$ cat src/sv/cpg_pkg.sv
// Shared types and constants for the circle point generator.
// Used by cpg_front, cpg_queue, cpg_back and circle_point_generator_unit.
// No dependencies.
package cpg_pkg;

    // Fixed field widths.
    localparam int RADIUS_W   = 14;
    localparam int PIXEL_W    = 16;
    localparam int DECISION_W = 18;

    // Depth of the step queue between front and back.
    localparam int QUEUE_DEPTH = 2;
    localparam int QUEUE_PTR_W = 1;
    localparam int QUEUE_CNT_W = 2;

    // Constants of the midpoint decision rule.
    localparam logic [DECISION_W-1:0] DEC_INIT    = DECISION_W'(3);
    localparam logic [DECISION_W-1:0] DEC_INC_NEG = DECISION_W'(6);
    localparam logic [DECISION_W-1:0] DEC_INC_POS = DECISION_W'(10);

    // Index of the last of the eight symmetric points in one step.
    localparam logic [2:0] LAST_POINT = 3'd7;

    // Command codes of an input beat.
    typedef enum logic [0:0] {
        CMD_START = 1'b0,
        CMD_CONT  = 1'b1
    } cmd_t;

    // One octant step handed from front to back.
    typedef struct packed {
        logic signed [PIXEL_W-1:0] cx;
        logic signed [PIXEL_W-1:0] cy;
        logic [RADIUS_W-1:0]       x;
        logic [RADIUS_W-1:0]       y;
        logic                      done;
    } step_t;

endpackage

$ cat src/sv/cpg_front.sv
// Front end: accepts command beats, keeps the circle walk state and
// produces one step record per emitting beat. Depends on cpg_pkg.
module cpg_front #(
    parameter int COORD_WIDTH = 15
) (
    input  logic                                 clk,
    input  logic                                 rst_n,
    input  logic                                 in_valid,
    output logic                                 in_ready,
    input  logic                                 cmd,
    input  logic signed [COORD_WIDTH-1:0]        center_x,
    input  logic signed [COORD_WIDTH-1:0]        center_y,
    input  logic [cpg_pkg::RADIUS_W-1:0]         radius,
    input  logic                                 q_full,
    output logic                                 push,
    output cpg_pkg::step_t                       push_data
);

    localparam int EXT_W = (COORD_WIDTH > cpg_pkg::PIXEL_W) ? COORD_WIDTH : cpg_pkg::PIXEL_W;

    logic                                   active_reg, active_next;
    logic signed [cpg_pkg::PIXEL_W-1:0]     cx_reg, cx_next;
    logic signed [cpg_pkg::PIXEL_W-1:0]     cy_reg, cy_next;
    logic [cpg_pkg::RADIUS_W-1:0]           x_reg, x_next;
    logic [cpg_pkg::RADIUS_W-1:0]           y_reg, y_next;
    logic [cpg_pkg::DECISION_W-1:0]         p_reg, p_next;

    logic                                   accept;
    logic                                   is_start;
    logic signed [EXT_W-1:0]                cx_ext;
    logic signed [EXT_W-1:0]                cy_ext;
    logic signed [cpg_pkg::PIXEL_W-1:0]     cur_cx;
    logic signed [cpg_pkg::PIXEL_W-1:0]     cur_cy;
    logic [cpg_pkg::RADIUS_W-1:0]           cur_x;
    logic [cpg_pkg::RADIUS_W-1:0]           cur_y;
    logic [cpg_pkg::DECISION_W-1:0]         cur_p;
    logic [cpg_pkg::DECISION_W-1:0]         x4;
    logic [cpg_pkg::DECISION_W-1:0]         y4;
    logic [cpg_pkg::DECISION_W-1:0]         upd_p;
    logic [cpg_pkg::RADIUS_W:0]             upd_x;
    logic signed [cpg_pkg::RADIUS_W:0]      upd_y;
    logic                                   upd_done;

    assign in_ready = !q_full;
    assign accept   = in_valid && in_ready;

    // Reduce the center to pixel width; the pixel sums wrap there anyway.
    assign cx_ext = EXT_W'(center_x);
    assign cy_ext = EXT_W'(center_y);

    // Select the walk position: fresh from the beat on start, else the stored one.
    always_comb
    begin
        unique case (cpg_pkg::cmd_t'(cmd))
            cpg_pkg::CMD_START:
            begin
                is_start = 1'b1;
                cur_cx   = cx_ext[cpg_pkg::PIXEL_W-1:0];
                cur_cy   = cy_ext[cpg_pkg::PIXEL_W-1:0];
                cur_x    = '0;
                cur_y    = radius;
                cur_p    = cpg_pkg::DEC_INIT - {3'b000, radius, 1'b0};
            end
            cpg_pkg::CMD_CONT:
            begin
                is_start = 1'b0;
                cur_cx   = cx_reg;
                cur_cy   = cy_reg;
                cur_x    = x_reg;
                cur_y    = y_reg;
                cur_p    = p_reg;
            end
            default:
            begin
                is_start = 1'b0;
                cur_cx   = cx_reg;
                cur_cy   = cy_reg;
                cur_x    = x_reg;
                cur_y    = y_reg;
                cur_p    = p_reg;
            end
        endcase
    end

    // Midpoint decision update: sign of p picks the step.
    assign x4 = {2'b00, cur_x, 2'b00};
    assign y4 = {2'b00, cur_y, 2'b00};

    always_comb
    begin
        upd_x = {1'b0, cur_x} + 15'd1;
        if (cur_p[cpg_pkg::DECISION_W-1])
        begin
            upd_p = cur_p + x4 + cpg_pkg::DEC_INC_NEG;
            upd_y = $signed({1'b0, cur_y});
        end
        else
        begin
            upd_p = cur_p + x4 - y4 + cpg_pkg::DEC_INC_POS;
            upd_y = $signed({1'b0, cur_y}) - 15'sd1;
        end
        upd_done = $signed({1'b0, upd_x}) > $signed({upd_y[cpg_pkg::RADIUS_W], upd_y});
    end

    // A continue beat with no circle in progress is taken and dropped.
    assign push = accept && (is_start || active_reg);

    always_comb
    begin
        push_data.cx   = cur_cx;
        push_data.cy   = cur_cy;
        push_data.x    = cur_x;
        push_data.y    = cur_y;
        push_data.done = upd_done;
    end

    // Next walk state.
    always_comb
    begin
        active_next = active_reg;
        cx_next     = cx_reg;
        cy_next     = cy_reg;
        x_next      = x_reg;
        y_next      = y_reg;
        p_next      = p_reg;
        if (push)
        begin
            active_next = !upd_done;
            cx_next     = cur_cx;
            cy_next     = cur_cy;
            x_next      = upd_x[cpg_pkg::RADIUS_W-1:0];
            y_next      = upd_y[cpg_pkg::RADIUS_W-1:0];
            p_next      = upd_p;
        end
    end

    always_ff @(posedge clk or negedge rst_n)
    begin
        if (!rst_n)
        begin
            active_reg <= 1'b0;
        end
        else
        begin
            active_reg <= active_next;
        end
    end

    always_ff @(posedge clk)
    begin
        cx_reg <= cx_next;
        cy_reg <= cy_next;
        x_reg  <= x_next;
        y_reg  <= y_next;
        p_reg  <= p_next;
    end

endmodule

$ cat src/sv/cpg_queue.sv
// Two-entry step queue between the front and back ends.
// Depends on cpg_pkg.
module cpg_queue (
    input  logic            clk,
    input  logic            rst_n,
    input  logic            push,
    input  cpg_pkg::step_t  push_data,
    output logic            full,
    output logic            q_valid,
    input  logic            pop,
    output cpg_pkg::step_t  q_data
);

    cpg_pkg::step_t                     entry_reg [cpg_pkg::QUEUE_DEPTH];
    logic [cpg_pkg::QUEUE_PTR_W-1:0]    wr_ptr_reg, wr_ptr_next;
    logic [cpg_pkg::QUEUE_PTR_W-1:0]    rd_ptr_reg, rd_ptr_next;
    logic [cpg_pkg::QUEUE_CNT_W-1:0]    count_reg, count_next;

    assign full    = (count_reg == cpg_pkg::QUEUE_CNT_W'(cpg_pkg::QUEUE_DEPTH));
    assign q_valid = (count_reg != '0);
    assign q_data  = entry_reg[rd_ptr_reg];

    // Pointer and fill count update.
    always_comb
    begin
        wr_ptr_next = push ? wr_ptr_reg + 1'b1 : wr_ptr_reg;
        rd_ptr_next = pop ? rd_ptr_reg + 1'b1 : rd_ptr_reg;
        count_next  = count_reg;
        if (push && !pop)
        begin
            count_next = count_reg + cpg_pkg::QUEUE_CNT_W'(1);
        end
        else if (pop && !push)
        begin
            count_next = count_reg - cpg_pkg::QUEUE_CNT_W'(1);
        end
    end

    always_ff @(posedge clk or negedge rst_n)
    begin
        if (!rst_n)
        begin
            wr_ptr_reg <= '0;
            rd_ptr_reg <= '0;
            count_reg  <= '0;
        end
        else
        begin
            wr_ptr_reg <= wr_ptr_next;
            rd_ptr_reg <= rd_ptr_next;
            count_reg  <= count_next;
        end
    end

    always_ff @(posedge clk)
    begin
        if (push)
        begin
            entry_reg[wr_ptr_reg] <= push_data;
        end
    end

endmodule

$ cat src/sv/cpg_back.sv
// Back end: takes step records from the queue and emits the eight
// symmetric points of each, one beat per cycle while out_ready holds. Depends on cpg_pkg.
module cpg_back (
    input  logic                                clk,
    input  logic                                rst_n,
    input  logic                                q_valid,
    input  cpg_pkg::step_t                      q_data,
    output logic                                pop,
    output logic                                out_valid,
    input  logic                                out_ready,
    output logic signed [cpg_pkg::PIXEL_W-1:0]  pixel_x,
    output logic signed [cpg_pkg::PIXEL_W-1:0]  pixel_y,
    output logic                                last_of_step,
    output logic                                circle_done
);

    logic                                   busy_reg, busy_next;
    logic [2:0]                             cnt_reg, cnt_next;
    cpg_pkg::step_t                         rec_reg, rec_next;
    logic                                   out_valid_reg, out_valid_next;
    logic signed [cpg_pkg::PIXEL_W-1:0]     px_reg, px_next;
    logic signed [cpg_pkg::PIXEL_W-1:0]     py_reg, py_next;
    logic                                   last_reg, last_next;
    logic                                   done_reg, done_next;

    logic                                   out_load;
    logic                                   step_end;
    logic [cpg_pkg::RADIUS_W-1:0]           off_a;
    logic [cpg_pkg::RADIUS_W-1:0]           off_b;
    logic signed [cpg_pkg::PIXEL_W-1:0]     ext_a;
    logic signed [cpg_pkg::PIXEL_W-1:0]     ext_b;

    // While a step is held, the output register loads whenever it is empty or being drained.
    assign out_load = busy_reg && (!out_valid_reg || out_ready);
    assign step_end = out_load && (cnt_reg == cpg_pkg::LAST_POINT);
    assign pop      = q_valid && (!busy_reg || step_end);

    // Point order: bit 2 swaps x and y, bit 0 negates the x offset,
    // bit 1 negates the y offset.
    always_comb
    begin
        off_a = cnt_reg[2] ? rec_reg.y : rec_reg.x;
        off_b = cnt_reg[2] ? rec_reg.x : rec_reg.y;
        ext_a = $signed({2'b00, off_a});
        ext_b = $signed({2'b00, off_b});
        px_next = cnt_reg[0] ? rec_reg.cx - ext_a : rec_reg.cx + ext_a;
        py_next = cnt_reg[1] ? rec_reg.cy - ext_b : rec_reg.cy + ext_b;
        last_next = (cnt_reg == cpg_pkg::LAST_POINT);
        done_next = rec_reg.done;
    end

    // Sequencer for the eight points of the held step.
    always_comb
    begin
        busy_next = busy_reg;
        if (pop)
        begin
            busy_next = 1'b1;
        end
        else if (step_end)
        begin
            busy_next = 1'b0;
        end
        cnt_next = out_load ? cnt_reg + 3'd1 : cnt_reg;
        rec_next = pop ? q_data : rec_reg;
    end

    // Output valid flag.
    always_comb
    begin
        out_valid_next = out_valid_reg;
        if (out_load)
        begin
            out_valid_next = 1'b1;
        end
        else if (out_ready)
        begin
            out_valid_next = 1'b0;
        end
    end

    always_ff @(posedge clk or negedge rst_n)
    begin
        if (!rst_n)
        begin
            busy_reg      <= 1'b0;
            cnt_reg       <= '0;
            out_valid_reg <= 1'b0;
        end
        else
        begin
            busy_reg      <= busy_next;
            cnt_reg       <= cnt_next;
            out_valid_reg <= out_valid_next;
        end
    end

    always_ff @(posedge clk)
    begin
        rec_reg <= rec_next;
        if (out_load)
        begin
            px_reg   <= px_next;
            py_reg   <= py_next;
            last_reg <= last_next;
            done_reg <= done_next;
        end
    end

    assign out_valid    = out_valid_reg;
    assign pixel_x      = px_reg;
    assign pixel_y      = py_reg;
    assign last_of_step = last_reg;
    assign circle_done  = done_reg;

`ifndef ASSERT_OFF
    // The point counter rests at zero between steps.
    assert property (@(posedge clk) disable iff (!rst_n)
        !busy_reg |-> cnt_reg == 3'd0)
        else $error("point counter not at zero while idle");

    // Finishing a step puts the eighth point, marked last, on the output.
    assert property (@(posedge clk) disable iff (!rst_n)
        step_end |=> out_valid_reg && last_reg)
        else $error("step end did not present the last point");

    // Once a step has started emitting, the output stays occupied.
    assert property (@(posedge clk) disable iff (!rst_n)
        (busy_reg && cnt_reg != 3'd0) |-> out_valid_reg)
        else $error("output empty in the middle of a step");
`endif

endmodule

$ cat src/sv/circle_point_generator_unit.sv
// Midpoint circle rasterizer with eight-way symmetry: top level.
// Depends on cpg_pkg, cpg_front, cpg_queue and cpg_back.
// The first point of a step is held in the queue, then the back-end step register, then the output register.
// Throughput: one point per cycle while out_ready holds, set by the back-end sequencer.
// The front takes a new beat while the two-entry queue has room.
// Reset (rst_n, asynchronous) clears the active circle, the queue and the output.
module circle_point_generator_unit #(
    parameter int COORD_WIDTH = 15
) (
    input  logic                                clk,
    input  logic                                rst_n,
    input  logic                                in_valid,
    output logic                                in_ready,
    input  logic                                cmd,
    input  logic signed [COORD_WIDTH-1:0]       center_x,
    input  logic signed [COORD_WIDTH-1:0]       center_y,
    input  logic [cpg_pkg::RADIUS_W-1:0]        radius,
    output logic                                out_valid,
    input  logic                                out_ready,
    output logic signed [cpg_pkg::PIXEL_W-1:0]  pixel_x,
    output logic signed [cpg_pkg::PIXEL_W-1:0]  pixel_y,
    output logic                                last_of_step,
    output logic                                circle_done
);

    logic           q_full;
    logic           q_push;
    cpg_pkg::step_t q_push_data;
    logic           q_valid;
    logic           q_pop;
    cpg_pkg::step_t q_data;

    // Command intake and walk state.
    cpg_front #(
        .COORD_WIDTH (COORD_WIDTH)
    ) u_front (
        .clk       (clk),
        .rst_n     (rst_n),
        .in_valid  (in_valid),
        .in_ready  (in_ready),
        .cmd       (cmd),
        .center_x  (center_x),
        .center_y  (center_y),
        .radius    (radius),
        .q_full    (q_full),
        .push      (q_push),
        .push_data (q_push_data)
    );

    // Step queue.
    cpg_queue u_queue (
        .clk       (clk),
        .rst_n     (rst_n),
        .push      (q_push),
        .push_data (q_push_data),
        .full      (q_full),
        .q_valid   (q_valid),
        .pop       (q_pop),
        .q_data    (q_data)
    );

    // Point emission.
    cpg_back u_back (
        .clk          (clk),
        .rst_n        (rst_n),
        .q_valid      (q_valid),
        .q_data       (q_data),
        .pop          (q_pop),
        .out_valid    (out_valid),
        .out_ready    (out_ready),
        .pixel_x      (pixel_x),
        .pixel_y      (pixel_y),
        .last_of_step (last_of_step),
        .circle_done  (circle_done)
    );

endmodule

$ cat config.mk
export PLATFORM = sky130hd
export DESIGN_NAME = circle_point_generator_unit
export DESIGN_NICKNAME = d
export VERILOG_FILES = /design/src/sv/cpg_pkg.sv /design/src/sv/cpg_front.sv /design/src/sv/cpg_queue.sv /design/src/sv/cpg_back.sv /design/src/sv/circle_point_generator_unit.sv
export SDC_FILE = /design/constraint.sdc
export NUM_CORES = 1
export LEC_CHECK = 0
export ABC_CLOCK_PERIOD_IN_PS = 4800
export BUFFER_PORTS_ARGS = -buffer_cell sky130_fd_sc_hd__buf_4
export CORE_UTILIZATION = 56
export DETAILED_ROUTE_END_ITERATION = 10
export GPL_ROUTABILITY_DRIVEN = 0
export PLACE_DENSITY = 0.77
export RECOVER_POWER = 25
export SETUP_SLACK_MARGIN = 0.02
export SYNTH_ARGS = -nofsm -noshare
export SYNTH_HDL_FRONTEND = slang
export SYNTH_SLANG_ARGS = --single-unit
$ cat constraint.sdc
create_clock -name clk -period 4.8 [get_ports clk]
set_clock_uncertainty 0.1 [all_clocks]
set_input_delay 0.24 -clock clk [delete_from_list [all_inputs] [get_ports clk]]
set_output_delay 0.24 -clock clk [all_outputs]
set_load 0.01 [all_outputs]
==> metrics.md <==
| Metric | Value |
|---|---|
| Result of the run | complete, but fails checks |
| Violated checks | max-capacitance violations, max-slew violations |
| Inserted Clock Buffers | 31 |
| Global-route total usage across every layer | 0.2238 |
| Total global routing overflow | 0 |
| WL met1 | 14.40 mm |
| Count of buffers inserted at the top-level ports | 84 |
| Vias in the first global route | 10,420 |
| Most numerous cell types in the synthesized netlist | sky130_fd_sc_hd__edfxtp_1 (294), sky130_fd_sc_hd__ha_1 (97), sky130_fd_sc_hd__mux2_2 (95) |
| Clock transition at the register clock pins on the worst setup and hold paths after CTS | 60 ps |
| Maximum number of pins on one net before global-route repair | 61 |
| Launching element type of the critical path | primary input |
| Sequential element share of the synthesized area | 0.5570 |
| Post-synth top area cell | sky130_fd_sc_hd__edfxtp_1 |
| DRC violations left | 0 |
| Category of the most critical setup path | primary input to flop |
| Number of buffers on the longest clock path | 3 |
| Synthesized instance count | 1,273 |
| Fraction of the mapped netlist area in compound gates | 0.07876 |
| Initial Util | 0.5679 |
| Combinational family with the most area after synthesis | simple AND/OR/NAND/NOR gates |
| Number of sinks driven by the clock tree | 304 |
| Unrepaired setup endpoints after global routing | yes |
| Cell with the most instances after synthesis | sky130_fd_sc_hd__edfxtp_1 |
| Wire length on met2 | 16.49 mm |
| Sum of routed wire length over all layers | 32.99 mm |
| FF+latch count, synth | 304 |
| CTS tree | done |
| Hold Fails Final Rpt | 0 |
| Element type at the critical path end | flop |
| Endpoint arrival time on the critical path | 4750 ps |
| Ys async rst share | 0.03289 |
| Reg2Reg Setup Slack | 310 ps |
| Die area | 0.02979 mm² |
| Setup violations, final | 0 |
| Antenna violations before repair | 0 |
| Detail Placement HPWL | 23.27 mm |
| IO Count | 85 |
| Hold Slack | 80.16 ps |
| Start point of the critical path | cmd |
| Count of flip-flops with a built-in enable after synthesis | 294 |
| Number of nets produced by synthesis | 1,422 |
| Placeable core region | 0.02870 mm² |
| Register-to-Register Path Depth | 19 |
| Final count of pins violating max slew | 26 |
| Via count | 10,290 |
| FMAX | 219.7 MHz |
| First-pass DRT Iterations | 5 |
| Tmin final | 4552 ps |
| DP Cell Count | 1,766 |
| Vias per Instance | 5.534 |
| Least-Margin Pin Slew | 1523 ps |
| Maximum VDD drop | 482.3 µV |
| Antenna diode count | 0 |
| Post-synth cell types | 84 |
| Max-slew headroom | -0.01551 |
| Max_cap viols | 1 |
| Met3 wire len | 1.357 mm |
| End point of the critical path | u_front.p_reg[17] |
| Parity-gate share of the synthesized area counting xor and xnor cells | 0.07323 |
| Leading register cell type out of synthesis | sky130_fd_sc_hd__edfxtp_1 |
| Clock latency at the later pin of the worst-skew pair | 550 ps |
| Non-filler instance count after layout | 1,860 |
| Number of H-tree levels | 1 |
| Fraction of layout instances using a drive strength above 1 | 0.1938 |
| Pwr dens | 672.0 mW/mm² |
| Fill cells | 2,081 |
| Synth area leaders | sky130_fd_sc_hd__edfxtp_1 (54%), sky130_fd_sc_hd__ha_1 (7.4%), sky130_fd_sc_hd__mux2_2 (6.6%), sky130_fd_sc_hd__xnor2_1 (3.9%), sky130_fd_sc_hd__xor2_1 (3.0%) |
| FP Rows | 62 |
| Worst endpoint required time | 5000 ps |
| P&R area growth vs syn | 17.41% |
| Number of flip-flops in the largest register | 122 |
| Post-synthesis mux area share | 0.09258 |
| Avg Synthesized Cell Area | 12.80 µm² |
| Global-route wire length before repair | 53.54 mm |
| Number of nets in the layout | 1,600 |
| Mapped Area | 0.01630 mm² |
| Simple-Gate Fraction of Synth Area | 0.09649 |
| Part of the cycle the worst path needs | 0.9484 |
| Warning count from the yosys run | 0 |
| Top layer used by detailed routing | met4 |
| Post-route ant nets | 0 |
| Worst hold path class | primary input to flop |
| Wire per inst | 17.73 µm |
| Die span in x | 172.6 µm |
| Drt initial violations | 680 |
| Worst reg2reg startpoint | u_front.x_reg[0] |
| Highest net fanout along the worst path | 16 |
| Yosys top cell area share | 0.5416 |
| Root buffer cell | sky130_fd_sc_hd__clkbuf_16 |
| Chip height | 172.6 µm |
| Worst reg2reg path endpoint | u_front.p_reg[17] |
| Post-Synth Adder-Cell Area | 0.07815 |
| Leakage | 7.374 nW |
==> timing repair <==
action | 4_1_cts | 5_1_grt
endpoints found under the setup margin | 0 | 3
hold buffers | 34 | 0
gates resized for setup | 0 | 9
hold endpoints to repair | 108 | 0
buffers inserted | 0 | 1
==> worst max-delay path: stages <==
cell	delay (ps)
sky130_fd_sc_hd__dlygate4sd3_1	530
sky130_fd_sc_hd__buf_4	200
sky130_fd_sc_hd__buf_4	180
sky130_fd_sc_hd__buf_4	230
sky130_fd_sc_hd__and2_0	380
sky130_fd_sc_hd__ha_1	390
sky130_fd_sc_hd__nand2_1	120
sky130_fd_sc_hd__nand2b_1	60
sky130_fd_sc_hd__a21o_1	190
sky130_fd_sc_hd__a221o_1	350
sky130_fd_sc_hd__xor2_1	270
sky130_fd_sc_hd__ha_1	290
sky130_fd_sc_hd__ha_1	290
sky130_fd_sc_hd__nand2_1	80
sky130_fd_sc_hd__o31ai_4	260
sky130_fd_sc_hd__a31oi_1	140
sky130_fd_sc_hd__xor3_1	300
sky130_fd_sc_hd__nor2_1	60
sky130_fd_sc_hd__a31o_1	190
==> placed cells by master (no fill, tap or decap), types with 34 or more instances in the layout <==
cell                              n
sky130_fd_sc_hd__xor2_1          55
sky130_fd_sc_hd__nand2_1         78
sky130_fd_sc_hd__a21oi_1         53
sky130_fd_sc_hd__nor2_1          85
sky130_fd_sc_hd__ha_1            93
sky130_fd_sc_hd__buf_4           98
sky130_fd_sc_hd__inv_1           63
sky130_fd_sc_hd__xnor2_1         70
sky130_fd_sc_hd__o21ai_0         35
sky130_fd_sc_hd__clkbuf_1        47
sky130_fd_sc_hd__mux2_2          79
sky130_fd_sc_hd__mux2i_1         38
sky130_fd_sc_hd__edfxtp_1       294
sky130_fd_sc_hd__dlygate4sd3_1   34
==> cells by family after synthesis <==
kind of cell / Yosys count
DFF: 304
and+or+nand+nor: 313
xor gates and xnor gates: 132
buffers and inverters: 97
adders and majority gates: 100
muxes: 136
AOI/OAI and AO/OA: 191
==> through the flow <==
step / setup slack [ps] / cell area, µm² / utilization / setup TNS, ps / power [mW]
floorplan: 22.35 / 16410 / - / 0 / 8.750
global placement: -17.45 / 17820 / 0.6208 / -17.45 / 10.18
detailed placement: -153.0 / 17820 / 0.6208 / -249.6 / 10.40
CTS: 138.4 / 19200 / 0.6690 / 0 / 12.91
global route: 12.56 / 19140 / 0.6667 / 0 / 13.71
finish: 247.8 / 19140 / 0.6667 / 0 / 12.86
==> area by class of cell <==
type / count / area [µm²] / share of cell area
tap: 384 / 480.5 / 0.02511
timing repair buffer: 176 / 1315 / 0.06872
sequential: 304 / 9080 / 0.4745
clock buffer: 39 / 805.8 / 0.04211
multi-input combinational: 872 / 6970 / 0.3642
clock inverter: 19 / 236.5 / 0.01236
inverter: 66 / 249.0 / 0.01301
==> layer usage <==
metal	vias to the layer above	global-route usage
met4	0	0.06176
met1	4951	0.2946
met5	-	0
li1	5059	-
met2	235	0.3942
met3	49	0.02309
==> worst min-delay path by stage <==
| stage | from | end | slack, ps | cells after the start |
|---|---|---|---|---|
| floorplan | rst_n | u_back.busy_reg | -160 | 0 |
| global placement | rst_n | u_back.out_valid | -20 | 1 |
| detailed placement | rst_n | u_back.out_valid | -20 | 1 |
| CTS | radius[0] | u_front.p_reg[1] | 50 | 3 |
| global route | in_valid | u_front.active_reg | 100 | 3 |
| finish | radius[0] | u_front.p_reg[1] | 80 | 3 |
==> power by group <==
group | switching [mW] | internal (mW) | total, mW
sequential | 0.335 | 4.05 | 4.39
combinational | 3.30 | 2.73 | 6.03
clock | 0.982 | 1.46 | 2.44
total | 4.62 | 8.24 | 12.9
(Power assumes the default switching activity.)
